**config.mk**
```make
export PLATFORM = sky130hd
export DESIGN_NAME = record_sort_by_key_unit
export DESIGN_NICKNAME = d
export VERILOG_FILES = /design/src/rtl/rsbk_pkg.sv /design/src/rtl/rsbk_front.sv /design/src/rtl/rsbk_queue.sv /design/src/rtl/rsbk_back.sv /design/src/rtl/record_sort_by_key_unit.sv
export SDC_FILE = /design/constraint.sdc
export NUM_CORES = 1
export LEC_CHECK = 0
export BUFFER_PORTS_ARGS = -buffer_cell sky130_fd_sc_hd__buf_2
export CORE_UTILIZATION = 55
export DETAILED_ROUTE_END_ITERATION = 10
export GPL_ROUTABILITY_DRIVEN = 0
export PLACE_DENSITY = 0.82
export SYNTH_ARGS = -nofsm -noshare
export SYNTH_HDL_FRONTEND = slang
export SYNTH_SLANG_ARGS = --single-unit
```
**constraint.sdc**
```tcl
create_clock -name clk -period 4.64 [get_ports clk]
set_input_delay 0.464 -clock clk [delete_from_list [all_inputs] [get_ports clk]]
set_output_delay 0.464 -clock clk [all_outputs]
set_load 0.005 [all_outputs]
```
**src/rtl/rsbk_pkg.sv**
```systemverilog
`timescale 1ns / 1ps

package rsbk_pkg;

    localparam int CAPACITY = 16;
    localparam int KEY_W    = 16;
    localparam int CRED_W   = 4;
    localparam int ARR_W    = 4;
    localparam int CNT_W    = $clog2(CAPACITY + 1);
    localparam int IDX_W    = $clog2(CAPACITY);

    localparam int Q_DEPTH  = 2;
    localparam int Q_PTR_W  = (Q_DEPTH > 1) ? $clog2(Q_DEPTH) : 1;
    localparam int Q_CNT_W  = $clog2(Q_DEPTH + 1);

    // one classified record on its way from front to back
    typedef struct packed {
        logic [KEY_W-1:0]  key;
        logic [CRED_W-1:0] credit;
        logic [ARR_W-1:0]  pos;
        logic              keep;
        logic              last;
    } rsbk_entry_t;

    typedef struct packed {
        logic        valid;
        rsbk_entry_t entry;
    } rsbk_push_t;

endpackage

```
**src/rtl/rsbk_front.sv**
```systemverilog
`timescale 1ns / 1ps

module rsbk_front
(
    input  logic                          clk,
    input  logic                          rst_n,
    input  logic                          in_valid,
    output logic                          in_stall,
    input  logic [rsbk_pkg::KEY_W-1:0]    course_key,
    input  logic [rsbk_pkg::CRED_W-1:0]   credit_value,
    input  logic                          is_last,
    input  logic                          q_full,
    output rsbk_pkg::rsbk_push_t          push
);

    logic [rsbk_pkg::CNT_W-1:0] count_reg;
    logic [rsbk_pkg::CNT_W-1:0] count_next;
    logic                       accept;
    logic                       keep;

    assign in_stall = q_full;
    assign accept   = in_valid && !q_full;
    assign keep     = (count_reg < rsbk_pkg::CNT_W'(rsbk_pkg::CAPACITY));

    always_comb
    begin
        count_next = count_reg;
        if (accept)
        begin
            if (is_last)
                count_next = '0;
            else if (keep)
                count_next = count_reg + rsbk_pkg::CNT_W'(1);
        end
    end

    always_ff @(posedge clk or negedge rst_n)
    begin
        if (!rst_n)
            count_reg <= '0;
        else
            count_reg <= count_next;
    end

    always_comb
    begin
        push.valid        = accept;
        push.entry.key    = course_key;
        push.entry.credit = credit_value;
        push.entry.pos    = rsbk_pkg::ARR_W'(count_reg);
        push.entry.keep   = keep;
        push.entry.last   = is_last;
    end

endmodule

```
**src/rtl/rsbk_queue.sv**
```systemverilog
`timescale 1ns / 1ps

module rsbk_queue
(
    input  logic                  clk,
    input  logic                  rst_n,
    input  rsbk_pkg::rsbk_push_t  push,
    output logic                  full,
    output logic                  empty,
    input  logic                  pop,
    output rsbk_pkg::rsbk_entry_t head
);

    rsbk_pkg::rsbk_entry_t        mem_reg [rsbk_pkg::Q_DEPTH];
    logic [rsbk_pkg::Q_PTR_W-1:0] wr_ptr_reg;
    logic [rsbk_pkg::Q_PTR_W-1:0] rd_ptr_reg;
    logic [rsbk_pkg::Q_CNT_W-1:0] cnt_reg;
    logic [rsbk_pkg::Q_PTR_W-1:0] wr_ptr_next;
    logic [rsbk_pkg::Q_PTR_W-1:0] rd_ptr_next;
    logic [rsbk_pkg::Q_CNT_W-1:0] cnt_next;
    logic                         do_push;
    logic                         do_pop;

    localparam logic [rsbk_pkg::Q_PTR_W-1:0] PTR_LAST = rsbk_pkg::Q_PTR_W'(rsbk_pkg::Q_DEPTH - 1);

    assign full    = (cnt_reg == rsbk_pkg::Q_CNT_W'(rsbk_pkg::Q_DEPTH));
    assign empty   = (cnt_reg == '0);
    assign do_push = push.valid && !full;
    assign do_pop  = pop && !empty;
    assign head    = mem_reg[rd_ptr_reg];

    always_comb
    begin
        wr_ptr_next = wr_ptr_reg;
        rd_ptr_next = rd_ptr_reg;
        cnt_next    = cnt_reg;
        if (do_push)
            wr_ptr_next = (wr_ptr_reg == PTR_LAST) ? '0 : wr_ptr_reg + rsbk_pkg::Q_PTR_W'(1);
        if (do_pop)
            rd_ptr_next = (rd_ptr_reg == PTR_LAST) ? '0 : rd_ptr_reg + rsbk_pkg::Q_PTR_W'(1);
        if (do_push && !do_pop)
            cnt_next = cnt_reg + rsbk_pkg::Q_CNT_W'(1);
        else if (do_pop && !do_push)
            cnt_next = cnt_reg - rsbk_pkg::Q_CNT_W'(1);
    end

    always_ff @(posedge clk or negedge rst_n)
    begin
        if (!rst_n)
        begin
            wr_ptr_reg <= '0;
            rd_ptr_reg <= '0;
            cnt_reg    <= '0;
        end
        else
        begin
            wr_ptr_reg <= wr_ptr_next;
            rd_ptr_reg <= rd_ptr_next;
            cnt_reg    <= cnt_next;
        end
    end

    always_ff @(posedge clk)
    begin
        if (do_push)
            mem_reg[wr_ptr_reg] <= push.entry;
    end

`ifndef SYNTH
    a_cnt_bound: assert property (@(posedge clk) disable iff (!rst_n)
        cnt_reg <= rsbk_pkg::Q_CNT_W'(rsbk_pkg::Q_DEPTH))
        else $error("queue count beyond depth");

    a_cnt_track: assert property (@(posedge clk) disable iff (!rst_n)
        (do_push && !do_pop) |=> (cnt_reg == $past(cnt_reg) + rsbk_pkg::Q_CNT_W'(1)))
        else $error("queue count lost a push");

    a_ptr_match: assert property (@(posedge clk) disable iff (!rst_n)
        empty |-> (wr_ptr_reg == rd_ptr_reg))
        else $error("empty queue with unequal pointers");
`endif

endmodule

```
**src/rtl/rsbk_back.sv**
```systemverilog
`timescale 1ns / 1ps

module rsbk_back
(
    input  logic                          clk,
    input  logic                          rst_n,
    input  logic                          q_empty,
    output logic                          q_pop,
    input  rsbk_pkg::rsbk_entry_t         q_head,
    output logic                          out_valid,
    input  logic                          out_stall,
    output logic [rsbk_pkg::KEY_W-1:0]    sorted_key,
    output logic [rsbk_pkg::CRED_W-1:0]   sorted_credit,
    output logic [rsbk_pkg::ARR_W-1:0]    arrival_index,
    output logic                          end_of_run,
    output logic                          overflowed
);

    typedef enum logic [1:0]
    {
        ST_FILL = 2'b01,
        ST_EMIT = 2'b10
    } state_t;

    state_t                      state_reg;
    state_t                      state_next;
    logic [rsbk_pkg::CNT_W-1:0]  n_reg;
    logic [rsbk_pkg::CNT_W-1:0]  n_next;
    logic                        ovf_reg;
    logic                        ovf_next;
    logic [rsbk_pkg::IDX_W-1:0]  idx_reg;
    logic [rsbk_pkg::IDX_W-1:0]  idx_next;

    logic [rsbk_pkg::KEY_W-1:0]  key_reg    [rsbk_pkg::CAPACITY];
    logic [rsbk_pkg::CRED_W-1:0] credit_reg [rsbk_pkg::CAPACITY];
    logic [rsbk_pkg::ARR_W-1:0]  pos_reg    [rsbk_pkg::CAPACITY];

    logic                        ov_reg;
    logic                        ov_next;
    logic [rsbk_pkg::KEY_W-1:0]  ok_reg;
    logic [rsbk_pkg::CRED_W-1:0] oc_reg;
    logic [rsbk_pkg::ARR_W-1:0]  op_reg;
    logic                        oe_reg;
    logic                        oo_reg;

    logic [rsbk_pkg::CAPACITY-1:0] gt;
    logic                          insert_en;
    logic                          out_free;
    logic                          load;
    logic                          emit_last;

    assign out_free  = !ov_reg || !out_stall;
    assign q_pop     = (state_reg == ST_FILL) && !q_empty;
    assign insert_en = q_pop && q_head.keep;
    assign load      = (state_reg == ST_EMIT) && out_free;
    assign emit_last = (rsbk_pkg::CNT_W'(idx_reg) == n_reg - rsbk_pkg::CNT_W'(1));

    // strictly greater: equal keys stay ahead of the new record
    always_comb
    begin
        for (int i = 0; i < rsbk_pkg::CAPACITY; i++)
            gt[i] = (rsbk_pkg::CNT_W'(i) < n_reg) && (key_reg[i] > q_head.key);
    end

    for (genvar g = 0; g < rsbk_pkg::CAPACITY; g++)
    begin : g_cell
        logic shift_in;
        logic place;

        if (g == 0)
        begin : g_first
            assign shift_in = 1'b0;
        end
        else
        begin : g_rest
            assign shift_in = gt[g-1];
        end

        assign place = !shift_in && (gt[g] || (rsbk_pkg::CNT_W'(g) == n_reg));

        always_ff @(posedge clk)
        begin
            if (insert_en)
            begin
                if (shift_in)
                begin
                    key_reg[g]    <= key_reg[(g > 0) ? g - 1 : 0];
                    credit_reg[g] <= credit_reg[(g > 0) ? g - 1 : 0];
                    pos_reg[g]    <= pos_reg[(g > 0) ? g - 1 : 0];
                end
                else if (place)
                begin
                    key_reg[g]    <= q_head.key;
                    credit_reg[g] <= q_head.credit;
                    pos_reg[g]    <= q_head.pos;
                end
            end
        end
    end

    always_comb
    begin
        state_next = state_reg;
        n_next     = n_reg;
        ovf_next   = ovf_reg;
        idx_next   = idx_reg;
        ov_next    = ov_reg;
        if (ov_reg && !out_stall)
            ov_next = 1'b0;
        case (state_reg)
            ST_FILL:
            begin
                if (q_pop)
                begin
                    if (q_head.keep)
                        n_next = n_reg + rsbk_pkg::CNT_W'(1);
                    else
                        ovf_next = 1'b1;
                    if (q_head.last)
                    begin
                        state_next = ST_EMIT;
                        idx_next   = '0;
                    end
                end
            end
            ST_EMIT:
            begin
                if (load)
                begin
                    ov_next = 1'b1;
                    if (emit_last)
                    begin
                        state_next = ST_FILL;
                        n_next     = '0;
                        ovf_next   = 1'b0;
                    end
                    else
                    begin
                        idx_next = idx_reg + rsbk_pkg::IDX_W'(1);
                    end
                end
            end
            default:
            begin
                state_next = ST_FILL;
            end
        endcase
    end

    always_ff @(posedge clk or negedge rst_n)
    begin
        if (!rst_n)
        begin
            state_reg <= ST_FILL;
            n_reg     <= '0;
            ovf_reg   <= 1'b0;
            idx_reg   <= '0;
            ov_reg    <= 1'b0;
        end
        else
        begin
            state_reg <= state_next;
            n_reg     <= n_next;
            ovf_reg   <= ovf_next;
            idx_reg   <= idx_next;
            ov_reg    <= ov_next;
        end
    end

    always_ff @(posedge clk)
    begin
        if (load)
        begin
            ok_reg <= key_reg[idx_reg];
            oc_reg <= credit_reg[idx_reg];
            op_reg <= pos_reg[idx_reg];
            oe_reg <= emit_last;
            oo_reg <= ovf_reg;
        end
    end

    assign out_valid     = ov_reg;
    assign sorted_key    = ok_reg;
    assign sorted_credit = oc_reg;
    assign arrival_index = op_reg;
    assign end_of_run    = oe_reg;
    assign overflowed    = oo_reg;

`ifndef SYNTH
    a_n_bound: assert property (@(posedge clk) disable iff (!rst_n)
        n_reg <= rsbk_pkg::CNT_W'(rsbk_pkg::CAPACITY))
        else $error("record count beyond capacity");

    a_emit_nonempty: assert property (@(posedge clk) disable iff (!rst_n)
        (state_reg == ST_EMIT) |-> (n_reg != '0))
        else $error("emitting an empty set");

    a_run_close: assert property (@(posedge clk) disable iff (!rst_n)
        (load && emit_last) |=> ((state_reg == ST_FILL) && (n_reg == '0) && !ovf_reg))
        else $error("set not cleared after final transaction");

    a_keep_room: assert property (@(posedge clk) disable iff (!rst_n)
        insert_en |-> (n_reg < rsbk_pkg::CNT_W'(rsbk_pkg::CAPACITY)))
        else $error("insert into full cells");
`endif

endmodule

```
**src/rtl/record_sort_by_key_unit.sv**
```systemverilog
`timescale 1ns / 1ps
// Intake: one record per cycle into a two-entry queue until it is full; the sort cells insert one
// record per cycle while filling. Emission: one result per cycle from the sorted cells while out_stall
// is low, one result for each kept record of a set. After the is_last record, the set passes the queue
// entry, the switch to emit and the output register; while a set is emitted, intake stalls once the
// two queue entries are taken.
// Reset (rst_n, async, active low) clears counts, flags, queue and handshake state.

module record_sort_by_key_unit
(
    input  logic                          clk,
    input  logic                          rst_n,
    input  logic                          in_valid,
    output logic                          in_stall,
    input  logic [rsbk_pkg::KEY_W-1:0]    course_key,
    input  logic [rsbk_pkg::CRED_W-1:0]   credit_value,
    input  logic                          is_last,
    output logic                          out_valid,
    input  logic                          out_stall,
    output logic [rsbk_pkg::KEY_W-1:0]    sorted_key,
    output logic [rsbk_pkg::CRED_W-1:0]   sorted_credit,
    output logic [rsbk_pkg::ARR_W-1:0]    arrival_index,
    output logic                          end_of_run,
    output logic                          overflowed
);

    rsbk_pkg::rsbk_push_t  push;
    rsbk_pkg::rsbk_entry_t q_head;
    logic                  q_full;
    logic                  q_empty;
    logic                  q_pop;

    rsbk_front u_front
    (
        .clk          (clk),
        .rst_n        (rst_n),
        .in_valid     (in_valid),
        .in_stall     (in_stall),
        .course_key   (course_key),
        .credit_value (credit_value),
        .is_last      (is_last),
        .q_full       (q_full),
        .push         (push)
    );

    rsbk_queue u_queue
    (
        .clk   (clk),
        .rst_n (rst_n),
        .push  (push),
        .full  (q_full),
        .empty (q_empty),
        .pop   (q_pop),
        .head  (q_head)
    );

    rsbk_back u_back
    (
        .clk           (clk),
        .rst_n         (rst_n),
        .q_empty       (q_empty),
        .q_pop         (q_pop),
        .q_head        (q_head),
        .out_valid     (out_valid),
        .out_stall     (out_stall),
        .sorted_key    (sorted_key),
        .sorted_credit (sorted_credit),
        .arrival_index (arrival_index),
        .end_of_run    (end_of_run),
        .overflowed    (overflowed)
    );

endmodule

```
Word level (Yosys, flattened, before mapping)
Memory sizes are Yosys's and may differ from the RTL's. A register that Yosys moved wholly into a read port is not among the register bits.
Cells that the tools add are included.
Widths: inputs -> output; s select.
Cells by class
  add/sub/neg operators: 8
  order comparisons: 33
  eq/ne operators: 26
  muxes and demuxes: 184
  bitwise operators: 45
  reductions and logical operators: 88
Operator list (number)
  $gt 16x16->1: 16
  $mux 16: 15
  $mux 4: 34
  $mux 1: 119
  $or 1x1->1: 45
  $eq 4x5->1 const A: 8
  $logic_and 1x1->1: 40
  $lt 4x5->1 const A: 8
  $mux 5: 6
  $logic_not 1->1: 21
  $eq 3x5->1 const A: 4
  $lt 3x5->1 const A: 4
  $logic_or 1x1->1: 17
  $reduce_and 5->1: 3
  $mux 2: 6
  $add 5x1->5 const B: 2
  $eq 2x5->1 const A: 2
  $lt 1x5->1 const A: 2
  $lt 2x5->1 const A: 2
  $pmux 5 s2: 1
  $ne 2x1->1 const B: 4
  $pmux 4 s2: 1
  $ne 2x2->1 const B: 3
  $reduce_bool 2->1: 3
  16 further kinds: 18
Word-level totals
  register bits: 24
  memory bits (writable): 436
  input port bits: 25
  output and inout bits: 28
  word-level logic and storage cells: 399
  memories kept: 4
Memories
  u_back.key_reg: depth 16, bits a word 16, rd ports 17, clocked after Yosys merged registers in 1, write ports 16, line rsbk_back.sv:34  | logic [rsbk_pkg::KEY_W-1:0] key_reg [rsbk_pkg::CAPACITY];
  u_back.credit_reg: depth 16, bits a word 4, rd ports 16, clocked after Yosys merged registers in 1, write ports 16, line rsbk_back.sv:35  | logic [rsbk_pkg::CRED_W-1:0] credit_reg [rsbk_pkg::CAPACITY];
  u_back.pos_reg: depth 16, bits a word 4, rd ports 16, clocked after Yosys merged registers in 1, write ports 16, line rsbk_back.sv:36  | logic [rsbk_pkg::ARR_W-1:0] pos_reg [rsbk_pkg::CAPACITY];
  u_queue.mem_reg: depth 2, bits a word 26, rd ports 1, clocked after Yosys merged registers in 0, write ports 1, line rsbk_queue.sv:14  | rsbk_pkg::rsbk_entry_t mem_reg [rsbk_pkg::Q_DEPTH];

Longest topological paths before layout
An unclocked memory read counts as a cell.
  depth in word-level cells: 10
  mapped depth: 14

By module
From an unflattened synthesis, not the netlist that was laid out.
Unflattened totals
  cell total of the unflattened synthesis: 2001
  area, all modules: 29350.6 um^2
Modules (own cells, without submodules)
  rsbk_back: times used 1, cells an instance 1846, area each 26689.3 um^2
  rsbk_queue: times used 1, cells an instance 100, area each 2173.3 um^2
  rsbk_front: times used 1, cells an instance 55, area each 488.0 um^2

Worst setup path before layout
No wires, ideal clock.
  kind: reg-to-reg
  start: register u_queue.rd_ptr_reg
  end: memory u_back.credit_reg[6][0] (netlist name), enable pin
  library setup time: 0.413 ns
  data arrival time: 4.218 ns
  slack: 0.009 ns
  cell stages (with the launch flop): 13
  cells stage by stage: dfrtp_1 -> buf_4 -> clkbuf_1 -> mux2_2 -> clkbuf_1 -> inv_1 -> ha_1 -> nand4_1 -> or4_1 -> a31oi_1 -> o31a_1 -> nor2_1 -> a21oi_1
RTL lines
  start, declared: line rsbk_queue.sv:16  | logic [rsbk_pkg::Q_PTR_W-1:0] rd_ptr_reg;
  start signal, assigned: line rsbk_queue.sv:58  | rd_ptr_reg <= rd_ptr_next;
  end, declared: line rsbk_back.sv:35

==> summary.txt <==
Timing
  – Total negative slack: 0 ns
  – Final Setup Violations: 0
  – RSZ-0062 raised after global routing: no
  – Fin crit share: 0.940
  – Slew Limit Fails: 0
  – Worst setup margin: 0.281 ns
  – Final hold vios: 0
  – Slew margin rel.: 0.201
  – Fmax: 229 MHz
  – Worst-margin pin slew: 1.19 ns
  – Final setup skew: 0.0338 ns
  – Minimum clock period: 4.36 ns

Logic synthesis
  – Post-synth ARST share: 0.0455
  – Mapped Area: 0.0289 mm2
  – Sequential area share after synthesis: 0.500
  – Post-synth EDFFs: 462
  – Post-Synthesis Cells: around 2000
  – Ys Warns: 0
  – Number of distinct library cells after synthesis: 73
  – Syn avg cell area: 14.7 um2
  – Seq cells post-synth: about 480
  – Syn Nets: between 2000 and 2500
  – Synth Flop Type: edfxtp_1

Die
  – Die height: 231 um
  – Row count: 83
  – DIE AREA: 0.0534 mm2
  – Core area: 0.0516 mm2
  – Die W: 231 um
  – Starting Density: 0.559
  – I/O pin total: between 50 and 60

Worst hold path
  – Hold Crit Start: course_key[7]
  – Worst hold path class: in2reg

Clock tree
  – TritonCTS clock tree: yes
  – CTS buffer count: 51
  – Clock sinks: 484
  – Clock Tree Root: clkbuf_16
  – Reg clk slew, reported paths: 0.06 ns
  – Hold_buf cts: 1
  – Clock buffer depth: 3
  – Post-CTS setup buffers: 0
  – Skew-Pair Late Insertion Delay: 0.63 ns
  – Htree depth: 2
  – CTS resizes: 0

Drt
  – Final ANT Viol Nets: 0
  – # DRC: 0
  – Per-cell routed wire length: slightly below 30 um
  – Post-DR vias/cell: 6.99
  – Total Wirelength: 83700 um
  – 1st-pass router iterations: 6
  – Via Count: 19700
  – DR iter-0 viols: 2479

Critical path
  – Critical path type: reg2reg
  – Worst EP arrival: 4.71 ns
  – CP Launch Type: flip-flop
  – Slowest-stage cell, CP: o211ai_1
  – Crit-path max FO: 17
  – Critical path's largest stage delay: 0.67 ns
  – CP Capture Type: flip-flop
  – Cell Chain, Critical Path: buf_4 > mux2_2 > inv_1 > buf_4 > ha_1 > nand4_1 > nor4_1 > a32o_1 > a21oi_1 > o211ai_1 > buf_4 > mux2_2
  – Worst r2r src: u_queue.rd_ptr_reg
  – Most frequent CP cell: buf_4
  – Worst setup path startpoint: u_queue.rd_ptr_reg
  – Critical Path RT: 4.99 ns

Cells and area
  – Cell area after layout: between 0.03 and 0.04 mm2
  – Layout net count: 2383
  – Sequential Area: 0.0144 mm2
  – Largest register FFs: 256
  – Multi-input gate area: 0.0140 mm2
  – Antenna Cells: 0
  – Fraction of layout cells with a size suffix above 1: 0.361
  – Most frequent cells in the layout: edfxtp_1, mux2_2, ha_1
  – # fillers: ~3600
  – Area delta synth->final: 12.9%
  – Commonest non-fill, non-tap cell in the layout: edfxtp_1

GRT
  – First-pass GRT wire length: 125000 um
  – Total gr overflow: 0
  – Antenna violations before repair: 2
  – Largest net degree at the start of global routing: between 50 and 60
  – GRT Total Usage: 0.316
  – Vias in the first global route: between 15000 and 20000

Place
  – IO buf count: 52
  – Place WS: 0.433 ns
  – Detailed placement HPWL: 58700 um
  – Cell Area, Placed: 0.0309 mm2

Flow run
  – Max Cap Viol: 0

Status
  – Status: finished, final reports clean
## final cells by class
type,instances,area share
clock buffer,66,0.0422
clock inverter,30,0.00894
inverter,54,0.00622
multi-input combinational,1330,0.430
sequential,484,0.443
tap,680,0.0261
timing repair buffer,171,0.0439
## Yosys cell counts (all sizes together) (14+ instances only)
master,count,area share
edfxtp,462,0.48
mux2,387,0.15
ha,266,0.12
mux4,120,0.094
a21oi,108,0.019
nand2,70,0.0091
inv,54,0.0070
buf,52,0.0095
clkbuf,50,0.0065
nand4,48,0.010
o21ai,37,0.0064
nor2,34,0.0044
dfrtp,21,0.018
nor3,20,0.0036
nor4,18,0.0039
a21o,17,0.0044
a211oi,15,0.0046
o211ai,14,0.0038
## cell families after synthesis
family | after synthesis | share of synthesized area
mux | 511 | 0.246
flops | 484 | 0.500
compound gates | 288 | 0.0663
fa+ha+maj | 266 | 0.115
simple gates | 254 | 0.0462
buf+inv | 156 | 0.0231
xor+xnor | 11 | 0.00334
## path summary, 6_finish.rpt
| kind | to | slack (ns) | cells past startpoint |
|---|---|---|---|
| setup / recovery | u_back.key_reg[2][15] | 0.28 | 12 |
| max in group asynchronous | u_back.idx_reg[0] | 3.79 | 2 |
| min in group asynchronous | u_front.count_reg[0] | 0.38 | 2 |
| hold / removal | u_queue.mem_reg[0][17] | 0.03 | 1 |
| setup reg to reg | u_back.key_reg[2][15] | 0.28 | 12 |
| hold reg to reg | u_back.overflowed | 0.47 | 0 |
## layer usage
layer  vias to the layer above  part of all wire  global-route usage
li1                       8228                 -                   -
met1                      9864              0.39               0.431
met2                      1319              0.45               0.479
met3                       270              0.11              0.0672
met4                         4             0.060               0.164
met5                         -           0.00068                   0
## per-stage QoR
| stage | utilization | std cells | hold WS [ns] |
|---|---|---|---|
| finish | 0.632 | 2815 | 0.0327 |
| global route | 0.632 | 2815 | 0.0290 |
| CTS | 0.632 | 2815 | 0.0129 |
| detailed placement | 0.599 | 2718 | 0.435 |
| global placement | 0.599 | 2718 | 0.440 |
| floorplan | - | 1970 | 0.168 |
## worst max-delay path, delay by kind of cell (launching register included)
kind / cells / cell delay (ns)
AO/OA/AOI/OAI: 3 / 1.01
adder cells (fa/ha/maj): 1 / 0.35
buffers and inverters: 4 / 0.90
flip-flops: 1 / 0.37
multiplexers: 2 / 0.81
AND/OR/NAND/NOR: 2 / 0.64
Power is not shown: default switching activity piles up to over one toggle a cycle in this logic, so the estimate is an artifact.
